`src/design/tli_pkg.sv`:
```
// Shared types and constants of the table linear interpolator.
// Item, result and search packet layouts; used by tli_cell and table_linear_interpolator.
package tli_pkg;

	localparam logic OP_LOAD  = 1'b0;
	localparam logic OP_QUERY = 1'b1;

	// quotient bits produced by the divider (quotient stays below 2^33)
	localparam int DIV_STEPS = 33;

	typedef logic [6:0] count_t;

	typedef struct packed {
		logic               opcode;
		logic [5:0]         point_index;
		logic [31:0]        point_lambda;
		logic signed [31:0] point_flux;
		logic [31:0]        query_lambda;
	} item_t;

	typedef struct packed {
		logic signed [31:0] flux_value;
		logic               clamped_low;
		logic               clamped_high;
	} result_t;

	// search word handed from cell to cell
	typedef struct packed {
		logic [31:0] q;
		logic [31:0] prev_l;
		logic [31:0] prev_f;
		logic [31:0] first_l;
		logic [31:0] first_f;
		logic [31:0] last_l;
		logic [31:0] last_f;
		logic        found;
		logic [31:0] l0;
		logic [31:0] f0;
		logic [31:0] l1;
		logic [31:0] f1;
	} pkt_t;

endpackage

```
`src/design/tli_cell.sv`:
```
// One table point of the interpolator chain: stores a point and examines the
// passing search word against it. Depends on tli_pkg.
module tli_cell #(
	parameter int IDX = 0,
	parameter int NW  = 7
) (
	input  logic          clk,
	input  logic          arst_n,
	input  logic          wr_en,
	input  logic [5:0]    wr_index,
	input  logic [31:0]   wr_lambda,
	input  logic [31:0]   wr_flux,
	input  logic [NW-1:0] n_eff,
	input  logic          vld_in,
	input  tli_pkg::pkt_t pkt_in,
	output logic          vld_out,
	output tli_pkg::pkt_t pkt_out
);
	import tli_pkg::*;

	logic [31:0] lambda_q;
	logic [31:0] flux_q;
	pkt_t        nxt;

	// hold the point written by a load
	always_ff @(posedge clk) begin
		if (wr_en && (32'(wr_index) == IDX)) begin
			lambda_q <= wr_lambda;
			flux_q   <= wr_flux;
		end
	end

	// examine the word against this point
	always_comb begin
		nxt = pkt_in;
		if (IDX == 0) begin
			nxt.first_l = lambda_q;
			nxt.first_f = flux_q;
		end
		if ((IDX >= 1) && (n_eff > NW'(IDX)) && !pkt_in.found &&
				(pkt_in.prev_l <= pkt_in.q) && (pkt_in.q < lambda_q)) begin
			nxt.found = 1'b1;
			nxt.l0    = pkt_in.prev_l;
			nxt.f0    = pkt_in.prev_f;
			nxt.l1    = lambda_q;
			nxt.f1    = flux_q;
		end
		if (n_eff == NW'(IDX + 1)) begin
			nxt.last_l = lambda_q;
			nxt.last_f = flux_q;
		end
		nxt.prev_l = lambda_q;
		nxt.prev_f = flux_q;
	end

	// advance the word to the neighbor
	always_ff @(posedge clk or negedge arst_n) begin
		if (!arst_n) begin
			vld_out <= 1'b0;
		end else begin
			vld_out <= vld_in;
		end
	end

	always_ff @(posedge clk) begin
		pkt_out <= nxt;
	end

endmodule

```
`config.mk`:
```
export PLATFORM = sky130hd
export DESIGN_NAME = tli_cell
export DESIGN_NICKNAME = d
export VERILOG_FILES = /design/src/design/tli_pkg.sv /design/src/design/tli_cell.sv
export SDC_FILE = /design/constraint.sdc
export NUM_CORES = 1
export LEC_CHECK = 0
export BUFFER_PORTS_ARGS = -buffer_cell sky130_fd_sc_hd__buf_2
export CAP_MARGIN = 20
export CORE_AREA = 8 8 297 299
export DETAILED_ROUTE_END_ITERATION = 10
export DIE_AREA = 0 0 305 307
export PLACE_DENSITY = 0.42
export SLEW_MARGIN = 20
export SYNTH_ARGS = -nofsm -noshare
export SYNTH_HDL_FRONTEND = slang
export SYNTH_SLANG_ARGS = --single-unit
```
`constraint.sdc`:
```
create_clock -name clk -period 1.35 [get_ports clk]
set_clock_uncertainty 0.15 [all_clocks]
set_input_delay 0.27 -clock clk [delete_from_list [all_inputs] [get_ports clk]]
set_output_delay 0.27 -clock clk [all_outputs]
set_load 0.005 [all_outputs]
```
==> reports/qor.yml <==
port_buffers: 659
max_stage_delay_ns: 0.52
synthTopCellsByCount: "dfxtp_1, buf_4, edfxtp_1, mux2_4, buf_6"
holdWs_ns: 0.1867
final_nets: 1872
final_cells: 2567
synth_warnings: 0
cts.sinks: 354
cts_root_buffer: "clkbuf_16"
path_cells: "buf_8 > or4b_4 > nor4_4 > buf_6 > buf_6 > buf_8 > buf_16"
io_pins: 788
ys_ff_latch: 354
ys_seq_area_frac: 0.8330
ctsLongestPathBuffers: 3
die_w_um: 305
start_util: 0.1116
synth.avg_cell_area_um2: 18.83
path_class: "in2reg"
synth_top_area_frac: 0.6233
ir_worst_vdd_mv: 0.9336
holdCritStartpoint: "pkt_in[2]"
path_clk_slew_ns: 0.06
setup_slack_ns: -0.2057
cts_inserted_buffers: 43
die_h_um: 307
grt_use_total: 0.1075
core_um2: 83160
cp-startpoint: "wr_index[5]"
antenna_found_initial: 30
fin_crit_sh: 1.152
gp_congestion: 0.7803
avgRoutedWirePerCell_um: 21.15
status: "finished, violations left"
final_layout_size_suffix_gt1_frac: 0.6999
rsz0062_at_grt: "yes"
syn_inst: 493
synth_flop_cell: "dfxtp_1"
via_per_inst: 2.984
synth_area_leaders: "dfxtp_1, edfxtp_1, mux2_4"
p_leak_nw: 8.942
hold_violations: 0
grt_pass1_wl_um: 71350
grt_max_degree: 32
dp_cells: 2167
critPathMaxFanout: 6
relSlewSlack: 0.7302
place_ws_ns: -0.7846
cpMaxStageDelayCell: "or4b_4"
drt-initial-drc-count: 207
setup_violations: 418
worstReg2RegStart: "lambda_q[15]"
cp.arrival_ns: 1.68
final_antenna_net_count: 0
p_per_area_nw_per_um2: 1292
drt_pass1_iterations: 4
worst_pin_slew_ns: 0.4047
dpl.hpwl_um: 43180
startpoint_type: "input port"
num_rows: 106
finalPower_mw: 26.06
synth.net_count: 927
clock_latency_ns: 0.56
wl_um: 54280
cp_top_family: "simple AND/OR/NAND/NOR gates"
async_flop_share: 0.002825
overflow: 0
worstHoldPathType: "in2reg"
tns_ns: -32.81
cap_violations: 0
syn_area_um2: 9283
yosysTopAreaCell: "dfxtp_1"
layout_min_cycle_time_ns: 1.556
drc: 0
num_vias: 7661
setup.worst_path.end_class: "flop"
finalMaxSlewViolations: 0
synth_most_common_cell: "dfxtp_1"
cts_tree: "yes"
violations: "setup timing"
grt_pass1_vias: 8938
cts_max_level: 2
max_freq_ghz: 0.6428
crit_buf_inv: 5
synth_edf_count: 64
crit_required_ns: 1.47
die_area_um2: 93640
area_growth_pct: 117.3
yosys.cell_types.count: 12
## cells by family (layout without fill, tap and decap cells)
kind of cell  Yosys count  in the layout  share of synthesized area
simple gates            5              5                   0.006065
flops                 354            354                     0.8330
buf+inv                70           1050                    0.05904
other cells             0             14                          0
mux                    64             64                     0.1019
## state kept, by name, summed over array words and instances (netlist names)
name / cells
lambda_q: 32
flux_q: 32
vld_out: 1
pkt_out: 289
## layer usage
| layer | vias to the layer above | global-route usage | part of all wire |
|---|---|---|---|
| li1 | 3523 | - | - |
| met1 | 3517 | 0.1072 | 0.35 |
| met2 | 521 | 0.1918 | 0.50 |
| met3 | 84 | 0.05951 | 0.12 |
| met4 | 16 | 0.03078 | 0.029 |
| met5 | - | 0 | 0.0017 |
## path summary, 6_finish.rpt
path | end | slack [ns] | depth (start not counted)
min in group asynchronous | vld_out | 0.45 | 3
worst min register to register | pkt_out[200] | 0.22 | 0
worst max-delay path | lambda_q[26] | -0.21 | 7
max in group asynchronous | vld_out | 0.47 | 3
worst max register to register | pkt_out[176] | 0.19 | 1
worst min-delay path | pkt_out[2] | 0.19 | 2
## metrics by stage
stage          instance area (µm²)    util
3_3_place_gp                 13480  0.1621
4_1_cts                      19250  0.2315
6_report                     20180  0.2426
5_1_grt                      20170  0.2426
3_5_place_dp                 13480  0.1621
2_1_floorplan                 9306       -
## repair_timing
item / CTS / global route
hold buffers: 292 / 0
setup endpoints to repair: 418 / 418
cloned: 6 / 0
hold endpoints to repair: 291 / 0
resized for setup: 372 / 194
buffers inserted: 8 / 0
## power breakdown
part / total (mW) / internal, mW / switching (mW)
logic: 2.31 / 1.54 / 0.774
registers: 11.3 / 11.2 / 0.180
clock network: 12.4 / 7.53 / 4.88
## final cells by class
type	instances	area, µm²
multi-input combinational	69	1026
timing repair buffer	970	8210
clock buffer	56	1240
fill	8610	62980
antenna	14	35.03
tap	1080	1351
sequential	354	8023
clock inverter	24	290.3
## cell usage in the layout, fill, tap and decap left out, types with 2 or more instances in the layout
cell type	netlist	layout
buf_2	0	399
inv_4	0	6
mux2_2	4	4
dlygate4sd3_1	0	292
inv_6	0	3
buf_16	0	7
buf_8	0	3
buf_6	6	262
clkinv_2	0	5
clkbuf_16	0	47
buf_12	0	4
dfxtp_4	0	11
clkinvlp_4	0	2
edfxtp_1	64	64
diode_2	0	14
buf_4	64	3
clkbuf_8	0	3
dfxtp_1	289	79
mux2_4	60	60
dfxtp_2	0	199
bufinv_16	0	5
clkbuf_1	0	6
Note: power is estimated with default switching activity, not from simulation.
